[src/pdec_pkg.sv]
package pdec_pkg;

	localparam int unsigned GROUP_MAX = 3;

	localparam logic [7:0] CH_PERCENT = 8'h25;
	localparam logic [7:0] CH_PLUS    = 8'h2B;
	localparam logic [7:0] CH_SPACE   = 8'h20;

	// decoded bytes produced by one accepted input byte
	typedef struct packed {
		logic [1:0]                cnt;
		logic [GROUP_MAX-1:0][7:0] chars;
		logic                      last;
	} pdec_group_t;

endpackage

[src/percent_decoder_unit.sv]
// Channel   Direction  Contents
// s_*       in         tdata[7:0] in_char, tlast end_of_string
// m_*       out        tdata[7:0] out_char, tlast out_final
// cfg_*     in         cfg_wdata plus_to_space, written when cfg_we is high
//
// One input byte is taken per cycle while the group queue has room; the first
// result of a byte passes through the group queue and then the output register.
// A byte that yields two or three results sends them out one by one on the
// output port; the queue of QUEUE_DEPTH groups absorbs those bursts.
// Reset: plus_to_space is 1, no escape pending, queue and output empty.
// Either side may stall on its own; a stalled output holds its data.
module percent_decoder_unit #(
	parameter int unsigned QUEUE_DEPTH = 4
) (
	input  logic       clk,
	input  logic       arst_n,
	input  logic       cfg_we,
	input  logic       cfg_wdata,   // plus_to_space
	input  logic       s_tvalid,
	output logic       s_tready,
	input  logic [7:0] s_tdata,     // [7:0] in_char
	input  logic       s_tlast,
	output logic       m_tvalid,
	input  logic       m_tready,
	output logic [7:0] m_tdata,     // [7:0] out_char
	output logic       m_tlast
);
	import pdec_pkg::*;

	pdec_group_t q_wdata, q_head;
	logic        q_push, q_pop, q_empty, q_full;

	pdec_front u_front (
		.clk       (clk),
		.arst_n    (arst_n),
		.cfg_we    (cfg_we),
		.cfg_wdata (cfg_wdata),
		.s_tvalid  (s_tvalid),
		.s_tready  (s_tready),
		.s_tdata   (s_tdata),
		.s_tlast   (s_tlast),
		.q_full    (q_full),
		.q_push    (q_push),
		.q_wdata   (q_wdata)
	);

	pdec_queue #(
		.DEPTH (QUEUE_DEPTH)
	) u_queue (
		.clk    (clk),
		.arst_n (arst_n),
		.push   (q_push),
		.wdata  (q_wdata),
		.pop    (q_pop),
		.head   (q_head),
		.empty  (q_empty),
		.full   (q_full)
	);

	pdec_back u_back (
		.clk      (clk),
		.arst_n   (arst_n),
		.head     (q_head),
		.empty    (q_empty),
		.pop      (q_pop),
		.m_tvalid (m_tvalid),
		.m_tready (m_tready),
		.m_tdata  (m_tdata),
		.m_tlast  (m_tlast)
	);

endmodule

[src/pdec_front.sv]
module pdec_front (
	input  logic                 clk,
	input  logic                 arst_n,
	input  logic                 cfg_we,
	input  logic                 cfg_wdata,
	input  logic                 s_tvalid,
	output logic                 s_tready,
	input  logic [7:0]           s_tdata,
	input  logic                 s_tlast,
	input  logic                 q_full,
	output logic                 q_push,
	output pdec_pkg::pdec_group_t q_wdata
);
	import pdec_pkg::*;

	typedef enum logic [1:0] {
		PH_IDLE  = 2'd0,
		PH_PCT   = 2'd1,
		PH_DIGIT = 2'd2
	} phase_t;

	phase_t     phase_q, phase_nx;
	logic [7:0] held_q, held_nx;
	logic       plus_to_space_q;
	logic       accept;
	logic       consumed;
	logic [1:0] n;
	logic [4:0] hx_in, hx_held;
	pdec_group_t grp;

	// bit 4 set marks a hex digit, bits 3:0 give its value
	function automatic logic [4:0] hex_of(input logic [7:0] c);
		logic [4:0] r;
		r = 5'd0;
		if (c >= 8'h30 && c <= 8'h39) begin
			r = {1'b1, 4'(c - 8'h30)};
		end else if (c >= 8'h41 && c <= 8'h46) begin
			r = {1'b1, 4'(c - 8'h37)};
		end else if (c >= 8'h61 && c <= 8'h66) begin
			r = {1'b1, 4'(c - 8'h57)};
		end
		return r;
	endfunction

	assign hx_in    = hex_of(s_tdata);
	assign hx_held  = hex_of(held_q);
	assign s_tready = !q_full;
	assign accept   = s_tvalid && s_tready;

	always_comb begin
		grp      = '0;
		n        = 2'd0;
		phase_nx = PH_IDLE;
		held_nx  = held_q;
		consumed = 1'b0;
		case (phase_q)
			PH_PCT: begin
				if (hx_in[4]) begin
					held_nx  = s_tdata;
					phase_nx = PH_DIGIT;
					consumed = 1'b1;
				end else begin
					grp.chars[n] = CH_PERCENT;
					n = n + 2'd1;
				end
			end
			PH_DIGIT: begin
				if (hx_in[4]) begin
					grp.chars[n] = {hx_held[3:0], hx_in[3:0]};
					n = n + 2'd1;
					consumed = 1'b1;
				end else begin
					grp.chars[n] = CH_PERCENT;
					n = n + 2'd1;
					grp.chars[n] = held_q;
					n = n + 2'd1;
				end
				held_nx = '0;
			end
			default: ;
		endcase
		if (!consumed) begin
			if (s_tdata == CH_PERCENT) begin
				phase_nx = PH_PCT;
			end else if (s_tdata == CH_PLUS && plus_to_space_q) begin
				grp.chars[n] = CH_SPACE;
				n = n + 2'd1;
			end else begin
				grp.chars[n] = s_tdata;
				n = n + 2'd1;
			end
		end
		// flush whatever escape is still open at the end of the string
		if (s_tlast) begin
			if (phase_nx == PH_PCT) begin
				grp.chars[n] = CH_PERCENT;
				n = n + 2'd1;
			end else if (phase_nx == PH_DIGIT) begin
				grp.chars[n] = CH_PERCENT;
				n = n + 2'd1;
				grp.chars[n] = held_nx;
				n = n + 2'd1;
			end
			phase_nx = PH_IDLE;
			held_nx  = '0;
		end
		grp.cnt  = n;
		grp.last = s_tlast;
	end

	assign q_push  = accept && (n != 2'd0);
	assign q_wdata = grp;

	always_ff @(posedge clk or negedge arst_n) begin
		if (!arst_n) begin
			phase_q         <= PH_IDLE;
			held_q          <= '0;
			plus_to_space_q <= 1'b1;
		end else begin
			if (cfg_we) begin
				plus_to_space_q <= cfg_wdata;
			end
			if (accept) begin
				phase_q <= phase_nx;
				held_q  <= held_nx;
			end
		end
	end

	a_last_clears_phase: assert property (@(posedge clk) disable iff (!arst_n)
		(accept && s_tlast) |=> (phase_q == PH_IDLE && held_q == 8'd0))
		else $error("escape state left open after end of string");

	a_last_pushes: assert property (@(posedge clk) disable iff (!arst_n)
		(accept && s_tlast) |-> q_push)
		else $error("end of string produced no output transaction");

endmodule

[src/pdec_queue.sv]
module pdec_queue #(
	parameter int unsigned DEPTH = 4
) (
	input  logic                  clk,
	input  logic                  arst_n,
	input  logic                  push,
	input  pdec_pkg::pdec_group_t wdata,
	input  logic                  pop,
	output pdec_pkg::pdec_group_t head,
	output logic                  empty,
	output logic                  full
);
	import pdec_pkg::*;

	localparam int unsigned PtrW = (DEPTH > 1) ? $clog2(DEPTH) : 1;
	localparam int unsigned CntW = $clog2(DEPTH + 1);

	pdec_group_t     mem_q [DEPTH];
	logic [PtrW-1:0] wr_ptr_q, rd_ptr_q;
	logic [CntW-1:0] cnt_q;

	function automatic logic [PtrW-1:0] wrap_inc(input logic [PtrW-1:0] p);
		return (p == PtrW'(DEPTH - 1)) ? '0 : p + PtrW'(1);
	endfunction

	assign empty = (cnt_q == '0);
	assign full  = (cnt_q == CntW'(DEPTH));
	assign head  = mem_q[rd_ptr_q];

	always_ff @(posedge clk) begin
		if (push) begin
			mem_q[wr_ptr_q] <= wdata;
		end
	end

	always_ff @(posedge clk or negedge arst_n) begin
		if (!arst_n) begin
			wr_ptr_q <= '0;
			rd_ptr_q <= '0;
			cnt_q    <= '0;
		end else begin
			if (push) begin
				wr_ptr_q <= wrap_inc(wr_ptr_q);
			end
			if (pop) begin
				rd_ptr_q <= wrap_inc(rd_ptr_q);
			end
			if (push && !pop) begin
				cnt_q <= cnt_q + CntW'(1);
			end else if (pop && !push) begin
				cnt_q <= cnt_q - CntW'(1);
			end
		end
	end

	a_no_overflow: assert property (@(posedge clk) disable iff (!arst_n)
		push |-> (!full || pop))
		else $error("push into full queue");

	a_no_underflow: assert property (@(posedge clk) disable iff (!arst_n)
		pop |-> !empty)
		else $error("pop from empty queue");

endmodule

[src/pdec_back.sv]
module pdec_back (
	input  logic                  clk,
	input  logic                  arst_n,
	input  pdec_pkg::pdec_group_t head,
	input  logic                  empty,
	output logic                  pop,
	output logic                  m_tvalid,
	input  logic                  m_tready,
	output logic [7:0]            m_tdata,
	output logic                  m_tlast
);
	import pdec_pkg::*;

	logic [1:0] idx_q;
	logic       load;
	logic       last_byte;

	assign load      = !empty && (!m_tvalid || m_tready);
	assign last_byte = (idx_q == head.cnt - 2'd1);
	assign pop       = load && last_byte;

	always_ff @(posedge clk or negedge arst_n) begin
		if (!arst_n) begin
			m_tvalid <= 1'b0;
			idx_q    <= '0;
		end else begin
			if (load) begin
				m_tvalid <= 1'b1;
				idx_q    <= last_byte ? 2'd0 : idx_q + 2'd1;
			end else if (m_tready) begin
				m_tvalid <= 1'b0;
			end
		end
	end

	always_ff @(posedge clk) begin
		if (load) begin
			m_tdata <= head.chars[idx_q];
			m_tlast <= head.last && last_byte;
		end
	end

	a_idx_in_group: assert property (@(posedge clk) disable iff (!arst_n)
		!empty |-> (idx_q < head.cnt))
		else $error("byte index outside its group");

	a_last_ends_group: assert property (@(posedge clk) disable iff (!arst_n)
		(load && head.last && last_byte) |=> (m_tlast && idx_q == 2'd0))
		else $error("final byte not marked or group not retired");

endmodule
[config.mk]
export PLATFORM = sky130hd
export DESIGN_NAME = percent_decoder_unit
export DESIGN_NICKNAME = d
export VERILOG_FILES = /design/src/pdec_pkg.sv /design/src/percent_decoder_unit.sv /design/src/pdec_front.sv /design/src/pdec_queue.sv /design/src/pdec_back.sv
export SDC_FILE = /design/constraint.sdc
export NUM_CORES = 1
export LEC_CHECK = 0
export BUFFER_PORTS_ARGS = -buffer_cell sky130_fd_sc_hd__clkbuf_2
export CAP_MARGIN = 20
export CORE_ASPECT_RATIO = 0.6
export CORE_UTILIZATION = 30
export CTS_CLUSTER_DIAMETER = 100
export DETAILED_ROUTE_END_ITERATION = 16
export GPL_TIMING_DRIVEN = 0
export PLACE_DENSITY = 0.54
export REMOVE_ABC_BUFFERS = 1
export SYNTH_ARGS = -nofsm -noshare
export SYNTH_HDL_FRONTEND = slang
export SYNTH_SLANG_ARGS = --single-unit
[constraint.sdc]
create_clock -name clk -period 9.16 [get_ports clk]
set_input_delay 0.916 -clock clk [delete_from_list [all_inputs] [get_ports clk]]
set_output_delay 0.916 -clock clk [all_outputs]
set_load 0.005 [all_outputs]
Word level (Yosys, flattened, before mapping)
Memory sizes are Yosys's and may differ from the RTL's.
Cells that the tools add are included.

cells by class
  eq/ne operators = 10
  muxes and demuxes = 54
  add/subtract/negate cells = 15
  divide/modulo/power cells = 0
  shifts and indexed selects = 0
  magnitude comparators = 19
  bitwise logic cells = 6
  reductions and logical operators = 28
  $mul = 0

operator list
  cell                 number
  $mux 24              6
  $mux 8               9
  $bwmux 24            2
  $demux 8 s2          3
  $ge 8x7->1 const B   4
  $le 8x7->1 const B   4
  $pmux 8 s2           2
  $mux 2               14
  $and 14x21->21       1
  $not 21->21          1
  $logic_and 1x1->1    17
  $bmux 8 s2           1
  $eq 8x6->1 const B   2
  $ge 8x6->1 const B   2
  $le 8x6->1 const B   2
  $sub 4x3->4 const B  4
  $and 15x15->15       1
  $mux 5               3
  $not 15->15          1
  $add 2x1->2 const B  6
  $lt 2x3->1 const B   4
  $mux 4               3
  $or 9x9->9           1
  $eq 2x2->1 const B   4
  other kinds (18)     35

storage, ports and cells
  bits of input ports = 15
  memory bits (read-only) = 0
  latch bits = 0
  memories kept = 1
  bits in registers = 30
  RAM bits = 108
  output and inout port bits = 11
  logic and storage cells = 143

memories
  name           words  width  rd ports  clocked after memory_dff  write ports  line              source
  u_queue.mem_q  4      27     1         0                         1            pdec_queue.sv:18  pdec_group_t mem_q [DEPTH];

Depth between registers and ports, before layout
  depth after elaboration = 21
  gate-level depth with buffers = 21
  mapped depth without buffers = 20

Modules after synthesis
A second synthesis with hierarchy kept.

second synthesis, totals
  cell total of the unflattened synthesis = 511
  area, all modules = 7,083.0 um^2

modules (own cells, without submodules)
  module      area an instance (um^2)  instances  cells each  seq. area each (um^2)
  pdec_queue  4,319.1                  1          178         3,418.3
  pdec_front  2,123.3                  1          274         276.5
  pdec_back   640.6                    1          59          345.3

Least setup slack after synthesis
Ideal clock, no wire load.

  path type = input -> register
  start = input port s_tdata[1]
  end = memory u_queue.mem_q[3][0] (netlist name) (enable)
  path buffers = 0
  setup slack = 4,514 ps
  arrival time = 4,260 ps
  setup time = 386 ps
  data required time = 8,774 ps
  cell stages on the path = 15
  path through = inv_1 -> ha_1 -> or3b_2 -> nand3_1 -> nand2_1 -> a21oi_1 -> ha_1 -> nand2_1 -> o21a_1 -> ha_1 -> o21ai_0 -> a21oi_1 -> a31oi_4 -> o22ai_4 -> and2_1

on the way
  cells in the longest elaborated chain, start to end = 19
  elaborated cells on any way between the ends = 36
  those cells by class = add/sub (3); order compare (6); eq/ne (3); mux (19); reduce/logical (5)

RTL lines
  element                                          line                                source
  start, declared                                  percent_decoder_unit.sv:21          input logic [7:0] s_tdata,
  $ge 8x7->1 / $le 8x7->1 (equally long branches)  pdec_front.sv:39                    end else if (c >= 8'h61 && c <= 8'h66) begin
  $logic_and 1x1->1                                pdec_front.sv:39
  $mux 5                                           pdec_front.sv:39
  $mux 5                                           pdec_front.sv:37                    end else if (c >= 8'h41 && c <= 8'h46) begin
  $mux 5                                           pdec_front.sv:35                    if (c >= 8'h30 && c <= 8'h39) begin
  $mux 2 / $mux 1 (equally long branches)          pdec_front.sv:68, pdec_front.sv:58
  $pmux 2 s2                                       pdec_front.sv:56                    case (phase_q)
  $add 2x1->2                                      pdec_front.sv:87, pdec_front.sv:90
  (+4 left out)                                    --
  $mux 2                                           pdec_front.sv:98                    end else if (phase_nx == PH_DIGIT) begin
  $mux 2                                           pdec_front.sv:95                    if (phase_nx == PH_PCT) begin
  $mux 2 *                                         pdec_front.sv:94                    if (s_tlast) begin
  $reduce_bool 2->1 *                              pdec_front.sv:111                   assign q_push = accept && (n != 2'd0);
  $logic_and 1x1->1 *                              pdec_front.sv:111
  via q_push                                       percent_decoder_unit.sv:31          logic q_push, q_pop, q_empty, q_full;
  $mux 1 *                                         pdec_queue.sv:31                    if (push) begin
  $mux 1 (implied by the code) *                   pdec_queue.sv:32                    mem_q[wr_ptr_q] <= wdata;
  end, declared                                    pdec_queue.sv:18

Mark *: on every way through the listed nets, which the timed path passes. The rest lies on a longest branch.

Worst setup path after layout
  start = input port s_tdata[1]
  end = register u_queue.cnt_q[2]

on the way
  cells in the longest elaborated chain, start to end = 20
  elaborated cells on any way between the ends = 39
  those cells by class = add/sub (3); order compare (6); eq/ne (3); mux (18); reduce/logical (9)

RTL lines
  element                                          line                                source
  $ge 8x7->1 / $le 8x7->1 (equally long branches)  pdec_front.sv:39
  $logic_and 1x1->1                                pdec_front.sv:39
  $mux 5                                           pdec_front.sv:39
  $mux 5                                           pdec_front.sv:37
  $mux 5                                           pdec_front.sv:35
  $mux 2 / $mux 1 (equally long branches)          pdec_front.sv:68, pdec_front.sv:58
  $pmux 2 s2                                       pdec_front.sv:56
  $add 2x1->2                                      pdec_front.sv:87, pdec_front.sv:90
  (+5 left out)                                    --
  $mux 2                                           pdec_front.sv:95
  $mux 2 *                                         pdec_front.sv:94
  $reduce_bool 2->1 *                              pdec_front.sv:111
  $logic_and 1x1->1 *                              pdec_front.sv:111
  via q_push                                       percent_decoder_unit.sv:31
  $logic_not 1->1                                  pdec_queue.sv:50                    end else if (pop && !push) begin
  $logic_and 1x1->1                                pdec_queue.sv:50
  $reduce_bool 2->1 (no line)                      --
  end signal, assigned                             pdec_queue.sv:49                    cnt_q <= cnt_q + CntW'(1);
  end signal, assigned                             pdec_queue.sv:51                    cnt_q <= cnt_q - CntW'(1);
  end, declared                                    pdec_queue.sv:20                    logic [CntW-1:0] cnt_q;

Marked as above.
A chain may end at the register's enable or synchronous reset.

==> report_table.html <==
<table>
<tr><th>Metric</th><th>Value</th></tr>
<tr><th colspan="2">Routing</th></tr>
<tr><td>DR WL/cell</td><td>roughly 22 um</td></tr>
<tr><td>Average vias per placed instance</td><td>roughly 5.4</td></tr>
<tr><td>Number of design-rule violations left by the first detailed-router iteration</td><td>between 300 and 400</td></tr>
<tr><td>DRC violation count after routing</td><td>0</td></tr>
<tr><td>Detailed-routed wire length on met2</td><td>between 7 and 8 mm</td></tr>
<tr><td>Top layer in use</td><td>met4</td></tr>
<tr><td>Number of routed nets with antenna violations</td><td>0</td></tr>
<tr><td>Detailed-router iteration count before antenna repair</td><td>5</td></tr>
<tr><td>Routed length on met3</td><td>about 1.4 mm</td></tr>
<tr><td>Length of routed wiring on met1</td><td>between 8 and 9 mm</td></tr>
<tr><td>Routed WL</td><td>roughly 18 mm</td></tr>
<tr><td>Via count</td><td>about 4500</td></tr>
<tr><th colspan="2">Synthesis</th></tr>
<tr><td>Distinct cells, synth</td><td>74</td></tr>
<tr><td>Total of warnings raised by yosys</td><td>0</td></tr>
<tr><td>Netlist area before placement</td><td>0.00687 sq mm</td></tr>
<tr><td>Proportion of synthesized chip area in sequential cells</td><td>a little under 60%</td></tr>
<tr><td>Most used flip-flop cell after synthesis</td><td>edfxtp_1</td></tr>
<tr><td>Flop and latch count out of synthesis</td><td>about 140</td></tr>
<tr><td>Syn_area_per_cell</td><td>about 14 sq um</td></tr>
<tr><td>Top post-synthesis cells by area</td><td>edfxtp_1 (51%), mux4_2 (8.8%), dfrtp_1 (7.3%)</td></tr>
<tr><td>Async S/R FF share, synth</td><td>15.2%</td></tr>
<tr><td>Area share of the largest cell type after synthesis</td><td>between 50% and 60%</td></tr>
<tr><td>Synth area leader</td><td>edfxtp_1</td></tr>
<tr><td>Post-Syn Instances</td><td>roughly 500</td></tr>
<tr><td>Number of synthesized flops with an enable pin</td><td>117</td></tr>
<tr><th colspan="2">GRT</th></tr>
<tr><td>First-pass GRT wire length</td><td>27.9 mm</td></tr>
<tr><td>Initial antenna violation count</td><td>0</td></tr>
<tr><td>Global-route congestion overflow total</td><td>0</td></tr>
<tr><td>Global Route Usage Sum</td><td>about 16%</td></tr>
<tr><td>Via count of the first global-routing pass</td><td>about 4600</td></tr>
<tr><td>Pin count of the biggest net entering global routing</td><td>28</td></tr>
<tr><th colspan="2">Timing</th></tr>
<tr><td>Post-Route Setup TNS</td><td>0 ns</td></tr>
<tr><td>Final Critical Period</td><td>5.30 ns</td></tr>
<tr><td>Worst Max-Slew Pin Slew</td><td>roughly 0.9 ns</td></tr>
<tr><td>Worst rel slew slack</td><td>38.0%</td></tr>
<tr><td>Total of endpoints with negative setup slack in the final report</td><td>0</td></tr>
<tr><td>Clock skew</td><td>around 0.012 ns</td></tr>
<tr><td>Hold Fails Final Rpt</td><td>0</td></tr>
<tr><td>Setup repair after global routing missed its margin</td><td>false</td></tr>
<tr><td>Post-route clock period utilization</td><td>57.8%</td></tr>
<tr><td>Highest attainable clock frequency</td><td>about 190 MHz</td></tr>
<tr><td>Max-slew violations</td><td>0</td></tr>
<tr><th colspan="2">Worst setup path</th></tr>
<tr><td>Class of the most critical setup path</td><td>in2reg</td></tr>
<tr><td>Category of the worst setup path launch point</td><td>input pin</td></tr>
<tr><td>Crit Path Max Fanout</td><td>8</td></tr>
<tr><td>Critical Path Sink Type</td><td>flop</td></tr>
<tr><td>Critical Path RT</td><td>around 9.5 ns</td></tr>
<tr><td>Arr. time, crit path</td><td>5.64 ns</td></tr>
<tr><th colspan="2">CTS</th></tr>
<tr><td>Max H-tree Level</td><td>4</td></tr>
<tr><td>Number of buffers added by the clock tree synthesis step</td><td>17</td></tr>
<tr><td>Clock insertion delay at the later pin of the skew report</td><td>~0.42 ns</td></tr>
<tr><td>Clock transition at the registers of the reported paths</td><td>roughly 0.060 ns</td></tr>
<tr><td>Sink Count</td><td>approximately 140</td></tr>
<tr><td>CTS tree</td><td>built</td></tr>
<tr><td>Hold buffer count at CTS</td><td>0</td></tr>
<tr><td>Clock root buffer</td><td>clkbuf_16</td></tr>
<tr><td>Number of buffers between clock root and the deepest sink</td><td>2</td></tr>
<tr><td>Post-CTS setup buffers</td><td>0</td></tr>
<tr><td>Resize count post-CTS</td><td>0</td></tr>
<tr><th colspan="2">Place</th></tr>
<tr><td>Number of input and output port buffers inserted</td><td>25</td></tr>
<tr><td>Detailed placement HPWL</td><td>12.5 mm</td></tr>
<tr><td>Placement Cell Area</td><td>~0.0074 sq mm</td></tr>
<tr><td>Final Wtd Congestion</td><td>0.931</td></tr>
<tr><th colspan="2">Die</th></tr>
<tr><td>Starting utilization of the core area</td><td>~31%</td></tr>
<tr><td>Die Ht</td><td>119 um</td></tr>
<tr><td>Die width</td><td>~200 um</td></tr>
<tr><td>Number of placement rows</td><td>42</td></tr>
<tr><td>Overall die area</td><td>around 0.024 sq mm</td></tr>
<tr><td>Core area</td><td>0.0223 sq mm</td></tr>
<tr><td>Ports</td><td>26</td></tr>
<tr><th colspan="2">Finish</th></tr>
<tr><td>Fill cell total of the finished layout</td><td>about 2200</td></tr>
<tr><td>Share of post-route cells with drive strength above 1</td><td>21.9%</td></tr>
<tr><td>Area added between synthesis and finish</td><td>15.5%</td></tr>
<tr><td>Design Area, Final</td><td>~0.008 sq mm</td></tr>
<tr><td>Layout Nets</td><td>between 500 and 600</td></tr>
<tr><td>Antenna diodes</td><td>0</td></tr>
<tr><th colspan="2">Run status</th></tr>
<tr><td>Result of the run</td><td>finished clean</td></tr>
<tr><th colspan="2">Power</th></tr>
<tr><td>Power Density</td><td>271 mW/mm^2</td></tr>
<tr><td>Int Pwr</td><td>about 1.5 mW</td></tr>
<tr><td>Sw frac</td><td>29.5%</td></tr>
<tr><td>Leakage dissipation</td><td>roughly 2.9 nW</td></tr>
<tr><td>Switching component of the power</td><td>0.635 mW</td></tr>
<tr><td>Peak supply drop</td><td>about 0.13 mV</td></tr>
<tr><td>Proportion of power drawn by combinational gates</td><td>about a quarter</td></tr>
<tr><td>Clock power share</td><td>about a third</td></tr>
<tr><td>Register share of total power</td><td>a little over two fifths</td></tr>
<tr><th colspan="2">Hold path</th></tr>
<tr><td>Type of the worst min-delay path</td><td>reg2reg</td></tr>
<tr><th colspan="2">Flow run</th></tr>
<tr><td>Max-cap violations</td><td>0</td></tr>
</table>
## cell usage after synthesis (4+ instances only)
library cell  instances
nor2_1               17
a21oi_1              15
clkbuf_1             14
buf_2                 6
ha_1                 23
inv_1                29
and3_1                5
a32oi_1               6
nor3_1                5
mux4_2               27
a22oi_1              10
o22ai_1              20
mux2i_1              13
o21ai_0              16
edfxtp_1            117
mux2_2                4
and2_1                6
a22o_1                5
o21ai_1               4
nand2_1              34
dfrtp_1              20
nand3_1               6
## final timing paths
path                                     from                   to  slack, ns  cells after the start
max                                s_tdata[1]     u_queue.cnt_q[2]       3.86                     21
min                          u_queue.cnt_q[2]     u_queue.cnt_q[2]       0.50                      1
max reg2reg                u_front.phase_q[1]     u_queue.cnt_q[2]       4.37                     19
min reg2reg                  u_queue.cnt_q[2]     u_queue.cnt_q[2]       0.50                      1
max in group asynchronous              arst_n  u_queue.rd_ptr_q[0]       8.17                      1
min in group asynchronous              arst_n      u_back.m_tvalid       0.52                      1
## sequential cells by signal, summed over array words and instances, names as in the netlist, 2 cells and up
signal and count:
u_back.idx_q 2, u_front.held_q 8, u_queue.mem_q 108, u_queue.rd_ptr_q 2
u_front.phase_q 2, u_queue.cnt_q 3, u_queue.wr_ptr_q 2, u_back.m_tdata 8
## power by group through the flow
stage | logic [mW] | registers (mW) | clock network [mW]
floorplan | 0.340 | 0.942 | 0
global placement | 0.462 | 0.987 | 0
detailed placement | 0.551 | 0.945 | 0
CTS | 0.554 | 0.934 | 0.689
global route | 0.596 | 0.947 | 0.715
finish | 0.540 | 0.931 | 0.678
## critical path: stages
cell and delay, ns:
clkbuf_2 0.15, inv_1 0.12, ha_1 0.29, o21bai_1 0.29, a21oi_1 0.28, nor2_1 0.65, nand2_1 0.22, ha_1 0.38
nand2_1 0.10, o21a_1 0.20, ha_1 0.29, o21ai_0 0.11, a21oi_1 0.23, a31oi_4 0.07, o22ai_4 0.23, ha_1 0.23
inv_1 0.06, fa_1 0.38, xor2_1 0.17, nor2_1 0.11, xor2_1 0.15
## area by class of cell
type	instances	area, sq um	share of cell area [%]
clock buffer	20	447	5.63
clock inverter	12	126	1.59
inverter	29	109	1.37
multi-input combinational	298	2640	33.3
sequential	138	4040	50.9
tap	308	385	4.86
timing repair buffer	28	188	2.36
## cell usage in the layout (no fill, tap or decap), types with 4 or more instances in the layout
| cell | n |
|---|---|
| dfrtp_1 | 19 |
| and3_1 | 5 |
| o22ai_1 | 20 |
| clkbuf_2 | 25 |
| ha_1 | 23 |
| mux4_2 | 27 |
| clkbuf_16 | 17 |
| a22oi_1 | 10 |
| nor2_1 | 17 |
| o21ai_0 | 16 |
| o21ai_1 | 4 |
| nor3_1 | 5 |
| mux2i_1 | 13 |
| a21oi_1 | 14 |
| inv_1 | 29 |
| edfxtp_1 | 117 |
| clkinv_2 | 5 |
| mux2_2 | 4 |
| a22o_1 | 5 |
| nand3_1 | 6 |
| a32oi_1 | 6 |
| nand2_1 | 34 |
| and2_2 | 4 |
## kinds of logic after synthesis
| logic type | Yosys count | synth area share [%] |
|---|---|---|
| xor+xnor | 6 | 0.765 |
| flops | 138 | 58.8 |
| mux | 46 | 11.8 |
| simple gates | 100 | 8.28 |
| fa+ha+maj | 24 | 4.48 |
| compound gates | 122 | 12.9 |
| buf+inv | 52 | 2.95 |
## stage by stage
step / hold slack [ns] / cells / util, % / power (mW) / setup slack (ns)
floorplan: 0.464 / 465 / - / 1.28 / 4.52
global placement: 0.479 / 798 / 32.7 / 1.45 / 2.96
detailed placement: 0.488 / 801 / 33.0 / 1.50 / 3.55
CTS: 0.502 / 833 / 35.6 / 2.18 / 3.97
global route: 0.511 / 833 / 35.6 / 2.26 / 3.54
finish: 0.501 / 833 / 35.6 / 2.15 / 3.86
## per-layer routing
metal,up-vias,GRT usage [%]
met4,0,4.02
met1,2325,24.1
met2,179,23.3
li1,1970,-
met3,14,4.98
met5,-,0
Note: power is estimated with default switching activity, not from simulation.
